--- config.mk ---
export PLATFORM = sky130hd
export DESIGN_NAME = sensor_frame_deframer_unit
export DESIGN_NICKNAME = d
export VERILOG_FILES = /design/src/sfd_pkg.sv /design/src/sensor_frame_deframer_unit.sv
export VERILOG_INCLUDE_DIRS = /design/src /design/src/src
export SDC_FILE = /design/constraint.sdc
export NUM_CORES = 1
export LEC_CHECK = 0
export BUFFER_PORTS_ARGS = -buffer_cell sky130_fd_sc_hd__buf_2
export CORE_ASPECT_RATIO = 0.9
export CORE_MARGIN = 2
export CORE_UTILIZATION = 43
export CTS_CLUSTER_SIZE = 16
export DETAILED_ROUTE_END_ITERATION = 10
export GPL_TIMING_DRIVEN = 0
export PLACE_DENSITY_LB_ADDON = 0.25
export SYNTH_ARGS = -nofsm -noshare
export SYNTH_HDL_FRONTEND = slang
export SYNTH_SLANG_ARGS = --single-unit
--- constraint.sdc ---
create_clock -name clk_i -period 5 [get_ports clk_i]
set_input_delay 0.25 -clock clk_i [delete_from_list [all_inputs] [get_ports clk_i]]
set_output_delay 0.25 -clock clk_i [all_outputs]
set_load 0.01 [all_outputs]
--- src/sensor_frame_deframer_unit_macros.svh ---
// assertion macros for the sensor frame deframer
// used by sensor_frame_deframer_unit, expects clk_i and rst_ni in scope
`ifndef SENSOR_FRAME_DEFRAMER_UNIT_MACROS_SVH
`define SENSOR_FRAME_DEFRAMER_UNIT_MACROS_SVH

// same-cycle implication, checked out of reset
`define SFD_ASSERT_NOW(label, ante, cons) \
  label: assert property (@(posedge clk_i) disable iff (!rst_ni) (ante) |-> (cons)) \
    else $error("sensor frame deframer check failed");

// next-cycle implication, checked out of reset
`define SFD_ASSERT_NEXT(label, ante, cons) \
  label: assert property (@(posedge clk_i) disable iff (!rst_ni) (ante) |=> (cons)) \
    else $error("sensor frame deframer check failed");

`endif

--- src/sfd_pkg.sv ---
// shared constants and types for the sensor frame deframer
// no dependencies
`default_nettype none

package sfd_pkg;

  localparam int OBJECT_SLOTS = 3;
  localparam int SLOT_BYTES   = 8;
  localparam int HDR_BYTES    = 4;
  localparam int TAIL_BYTES   = 2;
  localparam int WINDOW_LEN   = HDR_BYTES + SLOT_BYTES * OBJECT_SLOTS + TAIL_BYTES;
  localparam int CNT_W        = $clog2(WINDOW_LEN + 1);
  localparam int SLOT_W       = 3;
  localparam int WORD_W       = 8 * SLOT_BYTES;
  localparam int TIME_W       = 32;

  localparam logic [7:0] HDR_B0  = 8'hAA;
  localparam logic [7:0] HDR_B1  = 8'hFF;
  localparam logic [7:0] HDR_B2  = 8'h03;
  localparam logic [7:0] HDR_B3  = 8'h00;
  localparam logic [7:0] TAIL_B0 = 8'h55;
  localparam logic [7:0] TAIL_B1 = 8'hCC;

  typedef logic [7:0]        octet_t;
  typedef logic [WORD_W-1:0] word_t;
  typedef logic [TIME_W-1:0] stamp_t;

endpackage

`default_nettype wire

--- src/sensor_frame_deframer_unit.sv ---
// sensor frame deframer: finds header/tail framed sensor records in a byte stream
// depends on sfd_pkg and sensor_frame_deframer_unit_macros.svh
//
// One byte request is taken per clock while in_stall_o is low. Each byte
// shifts into a window of the last WINDOW_LEN bytes; when at least WINDOW_LEN
// bytes have arrived since the previous frame and the window opens with
// AA FF 03 00 and closes with 55 CC, the payload is copied into a frame buffer
// in the same cycle. From the next cycle the buffer presents one 64-bit object
// word per clock while the output does not stall, slot 0 first, with the frame
// timestamp and a last flag on the final slot. The byte side stalls only while
// buffered words are still unread and the next byte could close another frame;
// with frames WINDOW_LEN bytes apart and no output stall, the sustained rate is
// one byte per cycle.
`default_nettype none

`include "sensor_frame_deframer_unit_macros.svh"

module sensor_frame_deframer_unit (
  input  wire                    clk_i,
  input  wire                    rst_ni,
  input  wire                    in_valid_i,
  output logic                   in_stall_o,
  input  wire  [7:0]             rx_byte_i,
  input  wire  [31:0]            now_ms_i,
  output logic                   out_valid_o,
  input  wire                    out_stall_i,
  output logic [63:0]            object_word_o,
  output logic [2:0]             slot_index_o,
  output logic [31:0]            frame_time_ms_o,
  output logic                   last_slot_o
);
  import sfd_pkg::*;

  localparam logic [CNT_W-1:0]  FRAME_CNT = CNT_W'(WINDOW_LEN);
  localparam logic [CNT_W-1:0]  NEAR_CNT  = CNT_W'(WINDOW_LEN - 1);
  localparam logic [SLOT_W-1:0] LAST_SLOT = SLOT_W'(OBJECT_SLOTS - 1);

  octet_t             win_q [WINDOW_LEN];
  octet_t             win_d [WINDOW_LEN];
  logic [CNT_W-1:0]   cnt_q, cnt_d, cnt_inc;
  word_t              buf_q [OBJECT_SLOTS];
  word_t              buf_d [OBJECT_SLOTS];
  stamp_t             time_q;
  logic [SLOT_W-1:0]  slot_q, slot_d;
  logic               busy_q, busy_d;
  logic               in_acc, out_acc, match, frame_hit;

  assign in_stall_o = busy_q && (cnt_q >= NEAR_CNT);
  assign in_acc     = in_valid_i && !in_stall_o;
  assign out_acc    = out_valid_o && !out_stall_i;

  // window after shifting in the new byte
  always_comb begin
    for (int i = 0; i < WINDOW_LEN - 1; i++) begin
      win_d[i] = win_q[i+1];
    end
    win_d[WINDOW_LEN-1] = rx_byte_i;
  end

  assign cnt_inc = (cnt_q < FRAME_CNT) ? cnt_q + CNT_W'(1) : cnt_q;

  assign match = (cnt_inc == FRAME_CNT) &&
                 (win_d[0] == HDR_B0) && (win_d[1] == HDR_B1) &&
                 (win_d[2] == HDR_B2) && (win_d[3] == HDR_B3) &&
                 (win_d[WINDOW_LEN-2] == TAIL_B0) &&
                 (win_d[WINDOW_LEN-1] == TAIL_B1);

  assign frame_hit = in_acc && match;

  always_comb begin
    cnt_d = cnt_q;
    if (in_acc) begin
      cnt_d = frame_hit ? '0 : cnt_inc;
    end
  end

  // frame buffer: load on a hit, shift down one word per output request
  always_comb begin
    for (int s = 0; s < OBJECT_SLOTS; s++) begin
      buf_d[s] = buf_q[s];
    end
    if (frame_hit) begin
      for (int s = 0; s < OBJECT_SLOTS; s++) begin
        for (int k = 0; k < SLOT_BYTES; k++) begin
          buf_d[s][8*k +: 8] = win_d[HDR_BYTES + s*SLOT_BYTES + k];
        end
      end
    end else if (out_acc) begin
      for (int s = 0; s < OBJECT_SLOTS - 1; s++) begin
        buf_d[s] = buf_q[s+1];
      end
    end
  end

  always_comb begin
    busy_d = busy_q;
    slot_d = slot_q;
    priority if (frame_hit) begin
      busy_d = 1'b1;
      slot_d = '0;
    end else if (out_acc) begin
      if (slot_q == LAST_SLOT) begin
        busy_d = 1'b0;
        slot_d = '0;
      end else begin
        slot_d = slot_q + SLOT_W'(1);
      end
    end
  end

  always_ff @(posedge clk_i or negedge rst_ni) begin
    if (!rst_ni) begin
      cnt_q  <= '0;
      busy_q <= 1'b0;
      slot_q <= '0;
      for (int i = 0; i < WINDOW_LEN; i++) begin
        win_q[i] <= '0;
      end
    end else begin
      cnt_q  <= cnt_d;
      busy_q <= busy_d;
      slot_q <= slot_d;
      if (in_acc) begin
        for (int i = 0; i < WINDOW_LEN; i++) begin
          win_q[i] <= win_d[i];
        end
      end
    end
  end

  always_ff @(posedge clk_i) begin
    for (int s = 0; s < OBJECT_SLOTS; s++) begin
      buf_q[s] <= buf_d[s];
    end
    if (frame_hit) begin
      time_q <= now_ms_i;
    end
  end

  assign out_valid_o     = busy_q;
  assign object_word_o   = buf_q[0];
  assign slot_index_o    = slot_q;
  assign frame_time_ms_o = time_q;
  assign last_slot_o     = (slot_q == LAST_SLOT);

  // a new frame never lands on unread words
  `SFD_ASSERT_NOW(a_hit_when_free, frame_hit, !busy_q)
  // a hit starts a fresh drain at slot zero and restarts the byte count
  `SFD_ASSERT_NEXT(a_hit_starts, frame_hit, out_valid_o && slot_q == '0 && cnt_q == '0)
  // the last word ends the drain
  `SFD_ASSERT_NEXT(a_last_ends, out_acc && last_slot_o, !out_valid_o)
  // slot number stays within the frame
  `SFD_ASSERT_NOW(a_slot_range, out_valid_o, slot_q <= LAST_SLOT)

endmodule

`default_nettype wire

### Word-level counts from Yosys, hierarchy flattened

Memory sizes are Yosys's and may differ from the RTL's.
Cells that the tools add are included.

| storage, ports and cells | value |
|---|---|
| register bits | 273 |
| RAM bits | 192 |
| output and inout bits | 102 |
| logic and storage cells | 72 |
| memories | 1 |

Memory list:

| memory | depth | bits a word | rd ports | clocked after memory_dff | wr ports | RTL line | text |
|---|---|---|---|---|---|---|---|
| buf_q | 3 | 64 | 3 | 0 | 3 | sensor_frame_deframer_unit.sv:41 | `word_t buf_q [OBJECT_SLOTS];` |

| cells by class | value |
|---|---|
| add/subtract/negate cells | 2 |
| $lt $le $gt $ge | 2 |
| equality and inequality tests | 7 |
| mux-type cells | 11 |
| reductions and logical operators | 16 |

Operator list:

| operator | number |
|---|---|
| $mux 128 | 2 |
| $mux 64 | 1 |
| $eq 8x8->1 const B | 3 |
| $logic_and 1x1->1 | 10 |
| $mux 5 | 2 |
| $mux 3 | 3 |
| $eq 8x2->1 const B | 1 |
| $eq 8x7->1 const B | 1 |
| $logic_not 8->1 | 1 |
| $add 5x1->5 const B | 1 |
| $eq 5x5->1 const B | 1 |
| $ge 5x5->1 const B | 1 |
| $lt 5x5->1 const B | 1 |
| $reduce_bool 2->1 | 2 |
| $add 3x1->3 const B | 1 |
| $eq 3x2->1 const B | 1 |
| $mux 1 | 3 |
| $logic_not 1->1 | 2 |
| $reduce_and 2->1 | 1 |

### Logic depth before layout (Yosys ltp)

Gate-level depths: netlist of the first run.

| logic depth | value |
|---|---|
| word-level depth | 12 |
| gate-level depth with buffers | 10 |

### Worst setup path before layout of the first run

OpenSTA, ideal clock, no wires.

| path | value |
|---|---|
| kind | register -> register |
| start | register, netlist name cnt_q[1] |
| end | memory buf_q[0][0] (netlist name) (enable) |
| data arrival time | 4.615 ns |
| required time | 4.508 ns |
| path slack | -0.107 ns |
| cell stages (with the launch flop) | 11 |
| path buffers | 3 |
| clock period less this slack | 5.107 ns |
| path through | dfrtp_1 -> buf_2 -> inv_1 -> ha_1 -> o21ai_0 -> o211ai_1 -> nor4_2 -> nand3_1 -> buf_6 -> buf_6 -> nand2_1 |

RTL lines:

| element | RTL line |
|---|---|
| end, declared | sensor_frame_deframer_unit.sv:41 |

==> summary.md, run 1 <==
| Metric | Value |
|---|---|
| Maximum VDD drop | `0.236 mV` |
| Grt total ovfl | `0` |
| Synthesized netlist cell count | `1,496` |
| Die Y | `201 um` |
| Asr flop ratio synth | `51.8%` |
| Final WL | `between 40,000 and 50,000 um` |
| Port Buf Inserts | `145` |
| Drt wl/cell | `17.6 um` |
| Startpoint Class | `flip-flop` |
| Top cells by area, synth | `edfxtp_1 36%, dfrtp_1 33%, nand2_1 14%` |
| Core area | `42,100 um2` |
| Pleak | `10.4 nW` |
| DRT antenna net count | `0` |
| Ys flop type | `dfrtp_1` |
| RSZ-0062 raised after global routing | `no` |
| Critical path arrival | `3.68 ns` |
| Yosys warns | `0` |
| Final hold vios | `0` |
| Register clock-pin slew on the reported worst setup and hold paths | `around 0.06 ns` |
| H-tree depth | `2` |
| Number of remaining DRC errors | `0` |
| Crit. End Element | `flip-flop` |
| First-pass GRT wire length | `about 65,000 um` |
| Final setup viols | `0` |
| Post-CTS Setup Repair Bufs | `0` |
| Skew final | `0.0166 ns` |
| Vias per Instance | `4.89` |
| Mean Syn Cell Area | `12.3 um2` |
| Setup WS pre-CTS | `1.52 ns` |
| Max-Cap Viols | `0` |
| EDFF count, synth | `224` |
| IO Count | `146` |
| Placed wire-length estimate | `27,500 um` |
| Slew HR | `between 40% and 50%` |
| Worst-case clock buffer depth | `3` |
| Type of the most critical hold path | `input port to flip-flop` |
| Crit-path max FO | `82` |
| Clock sinks | `465` |
| Nets@finish | `between 1.5k and 2k` |
| Area leader, netlist | `edfxtp_1` |
| Worst hold slack | `0.0581 ns` |
| Critical path class | `flip-flop to flip-flop` |
| Final RePlAce weighted congestion | `0.807` |
| Die Footprint | `roughly 45,000 um2` |
| Status | `completed` |
| Final Critical Period | `3.48 ns` |
| Yosys reg bits | `about 470` |
| Ant diodes | `0` |
| CTS tree | `yes` |
| Top cell type's share of synthesized area | `between 30% and 40%` |
| Mapped cell area | `between 15,000 and 20,000 um2` |
| Count of cell types in the netlist | `40` |
| Initial antenna violation count | `0` |
| Worst EP required | `5.20 ns` |
| Die X | `222 um` |
| Initial drt markers | `976` |
| Syn Nets | `1,542` |
| Final WS setup | `about 1.5 ns` |
| Starting Density | `43.8%` |
| Vias in the first global route | `11.4k` |
| Largest net degree at the start of global routing | `112` |
| Slew @ Worst Pin | `0.895 ns` |
| Drt pass-1 iters | `5` |
| Area growth, synth to finish | `18.7%` |
| Clk_lat worst skew | `0.56 ns` |
| Via count | `11.4k` |
| Global Route Usage Sum | `18.6%` |
| Std-Cell Rows | `71` |
| Layout cell share with drive strength beyond 1 | `24.8%` |
| Clock Tree Root | `clkbuf_16` |
| Cell Pwr Density | `392 nW/um2` |
| FMAX | `0.287 GHz` |
| CTS Buf Count | `48` |
| Period utilization | `69.7%` |
| Seq/Total Area, Yosys | `between 60% and 70%` |
| Max Slew Vio Count | `0` |
==> worst max-delay path, cell delays in order (launching register included) <==
cell and delay (ns):
dfrtp_1 0.34, buf_2 0.19, inv_1 0.07, ha_1 0.31
o21ai_0 0.20, o211ai_1 0.12, nor4_2 0.30, nand3_1 0.29
buf_6 0.27, buf_6 0.19, nand2_8 0.31, buf_16 0.35
==> power by group <==
group          internal [mW]  total [mW]  switching [mW]
combinational          0.226       0.588           0.362
sequential              4.32        4.64           0.327
clock                   1.92        3.35            1.43
==> kinds of logic after synthesis <==
group / Yosys count / share of synthesized area [%]
AO/OA/AOI/OAI: 19 / 0.678
XOR/XNOR: 2 / 0.0949
adder cells (fa/ha/maj): 2 / 0.136
buffers and inverters: 138 / 4.60
flip-flops: 465 / 69.1
multiplexers: 129 / 9.63
AND/OR/NAND/NOR: 741 / 15.7
==> synth_stat cells, types with 6 or more instances <==
| library cell | count |
|---|---|
| a21oi_1 | 6 |
| buf_2 | 13 |
| buf_4 | 64 |
| buf_6 | 10 |
| clkbuf_1 | 44 |
| dfrtp_1 | 241 |
| edfxtp_1 | 224 |
| mux2_2 | 41 |
| mux2_4 | 87 |
| nand2_1 | 702 |
| nor2_1 | 7 |
| nor4bb_1 | 6 |
==> per-layer routing <==
| metal | global-route usage (%) | vias up | routed length [um] |
|---|---|---|---|
| li1 | - | 5365 | - |
| met1 | 27.2 | 5660 | 19200 |
| met2 | 29.5 | 268 | 19100 |
| met3 | 2.75 | 62 | 1910 |
| met4 | 4.58 | 0 | 806 |
| met5 | 0 | - | 0 |
==> final cells by class <==
class                   instances  area (um2)
plain buffers                 135         842
well taps                     547         684
multi-input cells             893        4870
fillers                      3695       20200
flip-flops and latches        465       12800
repair buffers                192        1280
clock buffers                  71        1390
inverters                       3        11.3
clock inverters                17        82.6
==> metrics by stage <==
stage | setup TNS [ns] | total power [mW] | cells | util, % | instance area, um2
5_1_grt | 0 | 8.95 | 2323 | 52.0 | 21900
3_3_place_gp | -351.04 | 5.24 | 2188 | 47.2 | 19900
6_report | 0 | 8.58 | 2323 | 52.0 | 21900
2_1_floorplan | 0 | 4.95 | 1496 | - | 18500
3_5_place_dp | 0 | 5.28 | 2193 | 47.5 | 20000
4_1_cts | 0 | 8.66 | 2323 | 52.0 | 21900
==> worst paths after layout <==
path	start	end	slack [ns]	depth (start not counted)
max	cnt_q[1]	buf_q[0][20]	1.52	11
max in group asynchronous	rst_ni	win_d[199]	3.62	4
min	in_valid_i	cnt_q[1]	0.06	4
min in group asynchronous	rst_ni	win_d[214]	0.16	2
max reg2reg	cnt_q[1]	buf_q[0][20]	1.52	11
min reg2reg	win_d[20]	buf_q[0][188]	0.47	0
==> placed cells by master, fill, tap and decap left out, types with 2 or more instances in the layout <==
cell type and instances:
nand2_1 701, nand3_1 4, clkinv_2 11, buf_4 64, clkbuf_16 49, dfrtp_1 241
o21ai_0 2, xor2_1 2, nor4bb_1 6, clkinv_1 5, nor4b_1 3, and4b_1 2
nand4_1 4, buf_2 157, buf_16 3, nor3_1 2, clkbuf_8 8, buf_12 2
inv_1 3, mux2_4 87, dlygate4sd3_1 42, buf_1 4, a21oi_1 6, mux2_2 41
ha_1 2, nor2_1 7, edfxtp_1 224, nor2b_1 2, and3_1 3, buf_6 10
o211ai_1 3, clkbuf_1 57
==> sequential cells by signal (all words and copies together) (netlist names) <==
register and flops:
slot_index_o 3, out_valid_o 1, buf_q 192, frame_time_ms_o 32
win_d 232, cnt_q 5
==> what timing repair did <==
item / in CTS / in global routing
resized for setup: 0 / 0
hold endpoints to repair: 79 / 0
hold buffers: 42 / 0
Power figures use the tool's default switching activity.
==> inputs of run 2 (changes only) <==
Clock period 5 ns to 3.1 ns, I/O delays scaled along.
==> run 2 against run 1 <==
Against the previous run: maximum frequency up 17%; clock power up 70%; critical path depth shrank 1; global-route usage is 0.094 points lower; cell count about the same; die area unchanged; critical path type unchanged; largest power group unchanged.
==> summary.md, run 2 (synthesized netlist as in run 1, its figures left out) <==
| Metric | Value |
|---|---|
| Status | `completed (unchanged)` |
| Crit-path slowest cell | `nor4_2 (was buf_16)` |
| CP max stage delay | `0.35 ns (about the same)` |
| Placed wire-length estimate | `27,100 um (was 27,500 um)` |
| DP Area | `20,000 um2 (about the same)` |
| Slew @ Worst Pin | `1.31 ns (was 0.895 ns)` |
| Reg2reg path depth | `10 (was 11)` |
| Max-Cap Viols | `0 (unchanged)` |
| Global Route Usage Sum | `18.5% (was 18.6%)` |
| Max Slew Vio Count | `0 (unchanged)` |
| Vias per Instance | `4.83 (was 4.89)` |
| Drt wl/cell | `17.9 um (was 17.6 um)` |
| Worst EP required | `3.29 ns (was 5.20 ns)` |
| Die X | `222 um (unchanged)` |
| Final WS setup | `0.128 ns (was 1.52 ns)` |
| Startpoint Class | `flip-flop (unchanged)` |
| H-tree depth | `2 (unchanged)` |
| Core area | `42,100 um2 (unchanged)` |
| Crit. End Element | `flip-flop (unchanged)` |
| Vias in the first global route | `11.2k (was 11.4k)` |
| Top delay family on crit path | `simple AND/OR/NAND/NOR gates (was buffers and inverters)` |
| Layout cell share with drive strength beyond 1 | `24.8% (about the same)` |
| Via count | `11.2k (was 11.4k)` |
| Final std cells w/o fill | `2,324 (was 2,323)` |
| Largest net degree at the start of global routing | `103 (was 112)` |
| CTS tree | `yes (unchanged)` |
| Total power draw | `14.1 mW (was 8.58 mW)` |
| Final WL | `41,500 um (was 41,000 um)` |
| IO Count | `146 (unchanged)` |
| RR Endpoint | `buf_q[0][78] (was buf_q[0][20])` |
| Drt pass-1 iters | `5 (unchanged)` |
| DRT antenna net count | `0 (unchanged)` |
| Die Footprint | `44,600 um2 (unchanged)` |
| Type of the most critical hold path | `input port to asynchronous set/reset pin (was input port to flip-flop)` |
| Initial drt markers | `740 (was 976)` |
| Area growth, synth to finish | `19.2% (was 18.7%)` |
| Design Area, Final | `22,000 um2 (was 21,900 um2)` |
| Initial antenna violation count | `0 (unchanged)` |
| Pleak | `10.4 nW (about the same)` |
| Post-CTS Setup Repair Bufs | `0 (unchanged)` |
| Period utilization | `95.9% (was 69.7%)` |
| Ant diodes | `0 (unchanged)` |
| Grt total ovfl | `0 (unchanged)` |
| Clock sinks | `465 (unchanged)` |
| Final Critical Period | `2.97 ns (was 3.48 ns)` |
| FMAX | `0.336 GHz (was 0.287 GHz)` |
| Most frequent cells in the layout | `701 x nand2_1, 241 x dfrtp_1, 224 x edfxtp_1, 157 x buf_2, 87 x mux2_4 (unchanged)` |
| Register clock-pin slew on the reported worst setup and hold paths | `0.06 ns (about the same)` |
| Cell Pwr Density | `641 nW/um2 (was 392 nW/um2)` |
| Layout Utilization | `52.3% (was 52.0%)` |
| First-pass GRT wire length | `64,300 um (was 64,700 um)` |
| Die Y | `201 um (unchanged)` |
| Starting Density | `43.8% (unchanged)` |
| Nets@finish | `1,784 (unchanged)` |
| Setup WS pre-CTS | `-0.406 ns (was 1.52 ns)` |
| Clk_lat worst skew | `0.57 ns (was 0.56 ns)` |
| Skew final | `0.0249 ns (was 0.0166 ns)` |
| Commonest non-fill, non-tap cell in the layout | `nand2_1 (unchanged)` |
| CTS Buf Count | `47 (was 48)` |
| Std-Cell Rows | `71 (unchanged)` |
| Maximum VDD drop | `0.429 mV (was 0.236 mV)` |
| Clock Tree Root | `clkbuf_16 (unchanged)` |
| Final RePlAce weighted congestion | `0.825 (was 0.807)` |
| Number of remaining DRC errors | `0 (unchanged)` |
| Slew HR | `12.9% (was 40.3%)` |
| Crit-path max FO | `32 (was 82)` |
| Critical path arrival | `3.16 ns (was 3.68 ns)` |
| Largest register FFs | `232 (unchanged)` |
| Critical path class | `flip-flop to flip-flop (unchanged)` |
| Critical-path cell list | `buf_2, inv_1, ha_1, o21ai_0, o211ai_1, nor4_2, nand3_2, buf_6, buf_6, nand2_8 (was buf_2, inv_1, ha_1, o21ai_0, o211ai_1, nor4_2, nand3_1, buf_6, buf_6, nand2_8, buf_16)` |
| Final hold vios | `0 (unchanged)` |
| Worst-case clock buffer depth | `3 (unchanged)` |
| Placed Cells | `2,190 (was 2,193)` |
| Crit path buf inv count | `4 (was 5)` |
| Reg2Reg Launch Point | `cnt_q[1] (unchanged)` |
| Port Buf Inserts | `145 (unchanged)` |
| RSZ-0062 raised after global routing | `yes (was no)` |
| Final setup viols | `0 (unchanged)` |
| R2r setup slk | `0.13 ns (was 1.52 ns)` |
| Most used cell, CP | `buf_6 (unchanged)` |
-- run 2: cell types whose count changed in the layout (fill, tap and decap cells not counted), moves of 4 or more --
cell / previous run / this run
bufinv_16: 0 / 5
clkbuf_1: 57 / 53
clkbuf_8: 8 / 2
clkinv_1: 5 / 10
clkinv_2: 11 / 4
-- run 2: worst max path at each step --
stage	slack, ns	cells after the start	to	start
2_1_floorplan	0.33	10	buf_q[0][0]	cnt_q[1]
3_3_place_gp	-2.61	1	win_d[167]	rst_ni
3_5_place_dp	-0.41	10	buf_q[0][19]	cnt_q[1]
4_1_cts	-0.001	10	buf_q[0][78]	cnt_q[1]
5_1_grt	-0.07	10	buf_q[0][78]	cnt_q[1]
6_report	0.13	10	buf_q[0][78]	cnt_q[1]
-- run 2: stage by stage --
| step | hold WS, ns | setup TNS, ns |
|---|---|---|
| 2_1_floorplan | -0.141 | 0 |
| 3_3_place_gp | 0.331 | -681.63 |
| 3_5_place_dp | 0.110 | -56.53 |
| 4_1_cts | 0.121 | -0.00189 |
| 5_1_grt | 0.144 | -1.57 |
| 6_report | 0.104 | 0 |
-- run 2: layer usage --
| metal | wire, um | GRT usage [%] |
|---|---|---|
| met1 | 20000 | 27.3 |
| met2 | 19000 | 29.1 |
| met3 | 1820 | 2.68 |
| met4 | 751 | 4.55 |
| met5 | 0 | 0 |
-- run 2: area by class of cell --
class | instances | area (um2)
clock inverters | 24 | 255
well taps | 547 | 684
inverters | 3 | 11.3
fillers | 3645 | 20100
plain buffers | 134 | 855
repair buffers | 190 | 1220
flip-flops and latches | 465 | 12800
clock buffers | 64 | 1280
multi-input cells | 897 | 4940
-- run 2: what timing repair did --
item                       4_1_cts  5_1_grt
hold buffers                    43        0
hold endpoints to repair        99        0
setup endpoints to repair      285      368
pin swaps                        1        0
gates resized for setup          2       11
gates cloned                     1        3
-- run 2: report_power, final --
part | total [mW] | switching (mW) | internal [mW] | leakage (nW)
sequential | 7.49 | 0.528 | 6.96 | 5.26
combinational | 0.942 | 0.577 | 0.364 | 4.46
clock | 5.69 | 2.37 | 3.32 | 0.736
total | 14.1 | 3.47 | 10.6 | 10.4
==> inputs of run 3 (changes only) <==
==> constraint.sdc (replaced) <==
create_clock -name clk_i -period 3.1 [get_ports clk_i]
set_input_delay 0.31 -clock clk_i [delete_from_list [all_inputs] [get_ports clk_i]]
set_output_delay 0.31 -clock clk_i [all_outputs]
set_load 0.01 [all_outputs]
==> run 3 against run 2 <==
Against the previous run: global-route usage about the same; critical path depth unchanged; sequential cell count unchanged; routed wire length decreased by 0.18%; critical endpoint unchanged; largest power group unchanged.
==> summary.md, run 3 (synthesized netlist as in run 1, its figures left out) <==
| Metric | Value |
|---|---|
| Final setup viols | `0 (unchanged)` |
| Hold Path End | `win_d[15]` |
| IO Count | `146 (unchanged)` |
| Clock Tree Root | `clkbuf_16 (unchanged)` |
| FMAX | `0.337 GHz (was 0.336 GHz)` |
| Max Slew Vio Count | `0 (unchanged)` |
| Crit. End Element | `flip-flop (unchanged)` |
| Startpoint Class | `flip-flop (unchanged)` |
| Initial drt markers | `719 (was 740)` |
| Slew @ Worst Pin | `1.31 ns (about the same)` |
| Layout cell share with drive strength beyond 1 | `24.8% (about the same)` |
| Placed Cells | `2,190 (unchanged)` |
| Ant diodes | `0 (unchanged)` |
| Most frequent cells in the layout | `701 x nand2_1, 241 x dfrtp_1, 224 x edfxtp_1, 157 x buf_2, 87 x mux2_4 (unchanged)` |
| RR Endpoint | `buf_q[0][78] (unchanged)` |
| Max layer used | `met4 (unchanged)` |
| Port Buf Inserts | `145 (unchanged)` |
| Register clock-pin slew on the reported worst setup and hold paths | `0.06 ns (about the same)` |
| Final WL | `41,400 um (was 41,500 um)` |
| Die Y | `201 um (unchanged)` |
| Hold Crit Start | `rx_byte_i[7]` |
| Core area | `42,100 um2 (unchanged)` |
| Starting Density | `43.8% (unchanged)` |
| H-tree depth | `2 (unchanged)` |
| Placed wire-length estimate | `27,100 um (unchanged)` |
| Std-Cell Rows | `71 (unchanged)` |
| Nets@finish | `1,782 (was 1,784)` |
| DR WL met2 | `19,000 um (about the same)` |
| Final Critical Period | `2.97 ns (about the same)` |
| Area growth, synth to finish | `19.1% (was 19.2%)` |
| Period utilization | `95.7% (was 95.9%)` |
| Pleak | `10.4 nW (about the same)` |
| Slew HR | `12.6% (was 12.9%)` |
| Reg2reg path depth | `10 (unchanged)` |
| CTS tree | `yes (unchanged)` |
| Drt wl/cell | `17.8 um (was 17.9 um)` |
| Worst EP required | `3.29 ns (about the same)` |
| Clock sinks | `465 (unchanged)` |
| Vias in the first global route | `11.2k (about the same)` |
| Initial antenna violation count | `0 (unchanged)` |
| Die X | `222 um (unchanged)` |
| Number of remaining DRC errors | `0 (unchanged)` |
| Type of the most critical hold path | `input port to flip-flop (was input port to asynchronous set/reset pin)` |
| Commonest non-fill, non-tap cell in the layout | `nand2_1 (unchanged)` |
| Hold Path Stages | `3` |
| First-pass GRT wire length | `64,200 um (was 64,300 um)` |
| Vias per Instance | `4.86 (was 4.83)` |
| Die Footprint | `44,600 um2 (unchanged)` |
| Drt pass-1 iters | `5 (unchanged)` |
| Final std cells w/o fill | `2,322 (was 2,324)` |
| Filler Cell Count | `3,647 (was 3,645)` |
| Reg2Reg Launch Point | `cnt_q[1] (unchanged)` |
| Routed length on met3 | `1810 um (was 1820 um)` |
| Cell Pwr Density | `642 nW/um2 (was 641 nW/um2)` |
| R2r setup slk | `0.13 ns (about the same)` |
| Largest register FFs | `232 (unchanged)` |
| Skew final | `0.0238 ns (was 0.0249 ns)` |
| Largest net degree at the start of global routing | `103 (unchanged)` |
| Worst-case clock buffer depth | `3 (unchanged)` |
| Global Route Usage Sum | `18.5% (about the same)` |
| RSZ-0062 raised after global routing | `yes (unchanged)` |
| Crit-path max FO | `32 (unchanged)` |
| Critical path class | `flip-flop to flip-flop (unchanged)` |
| CTS Buf Count | `47 (unchanged)` |
| Total power draw | `14.1 mW (about the same)` |
| Grt total ovfl | `0 (unchanged)` |
| Clk_lat worst skew | `0.57 ns (about the same)` |
| DRT antenna net count | `0 (unchanged)` |
| Via count | `11.3k (was 11.2k)` |
| Final RePlAce weighted congestion | `0.825 (unchanged)` |
| Critical path arrival | `3.16 ns (about the same)` |
| Routed metal-1 wirelength | `19,900 um (was 20,000 um)` |
| Status | `completed (unchanged)` |
| Post-CTS Setup Repair Bufs | `0 (unchanged)` |
| Max-Cap Viols | `0 (unchanged)` |
| Layout Utilization | `52.2% (was 52.3%)` |
| Final hold vios | `0 (unchanged)` |
| Maximum VDD drop | `0.429 mV (about the same)` |
-- run 3: where the power goes --
| part | leakage (nW) | switching, mW | internal (mW) |
|---|---|---|---|
| clock network | 0.736 | 2.36 | 3.32 |
| registers | 5.26 | 0.527 | 6.96 |
| logic | 4.45 | 0.580 | 0.363 |
-- run 3: cell type report --
type | instances | area, um2 | area share, %
flip-flops and latches | 465 | 12800 | 58.0
multi-input cells | 897 | 4940 | 22.5
clock buffers | 64 | 1280 | 5.83
repair buffers | 188 | 1200 | 5.46
plain buffers | 134 | 855 | 3.89
well taps | 547 | 684 | 3.11
clock inverters | 24 | 255 | 1.16
inverters | 3 | 11.3 | 0.0512
-- run 3: how the worst max path moves through the flow --
| stage | startpoint | endpoint | slack (ns) | cells past startpoint |
|---|---|---|---|---|
| 2_1_floorplan | cnt_q[1] | buf_q[0][0] | 0.33 | 10 |
| 3_3_place_gp | rst_ni | win_d[167] | -2.76 | 1 |
| 3_5_place_dp | cnt_q[1] | buf_q[0][19] | -0.41 | 10 |
| 4_1_cts | cnt_q[1] | buf_q[0][78] | -0.001 | 10 |
| 5_1_grt | cnt_q[1] | buf_q[0][78] | -0.07 | 10 |
| 6_report | cnt_q[1] | buf_q[0][78] | 0.13 | 10 |
-- run 3: routing by layer --
| metal | global-route usage, % | vias to the layer above |
|---|---|---|
| met5 | 0 | - |
| met4 | 4.55 | 0 |
| met3 | 2.68 | 56 |
| met2 | 29.1 | 271 |
| met1 | 27.3 | 5587 |
| li1 | - | 5370 |
-- run 3: worst max-delay path: stages (launching register included) --
cell	delay, ns
dfrtp_1	0.35
buf_2	0.20
inv_1	0.08
ha_1	0.31
o21ai_0	0.17
o211ai_1	0.11
nor4_2	0.35
nand3_2	0.22
buf_6	0.23
buf_6	0.22
nand2_8	0.28
-- run 3: what timing repair did --
item,CTS,global route
resized for setup,2,11
pin swaps,1,0
hold endpoints to repair,95,0
gates cloned,1,3
endpoints found under the setup margin,285,368
hold buffers,41,0
-- run 3: metrics by stage --
stage	cell area (um2)	setup TNS [ns]	worst slack (ns)	hold WS, ns
5_1_grt	22000	-1.57	-0.0748	0.0714
4_1_cts	21900	-0.00189	-0.000966	0.0527
6_report	22000	0	0.132	0.0845
3_5_place_dp	20000	-56.53	-0.406	0.265
2_1_floorplan	18500	0	0.333	0.0144
3_3_place_gp	19900	-718.99	-2.76	0.450
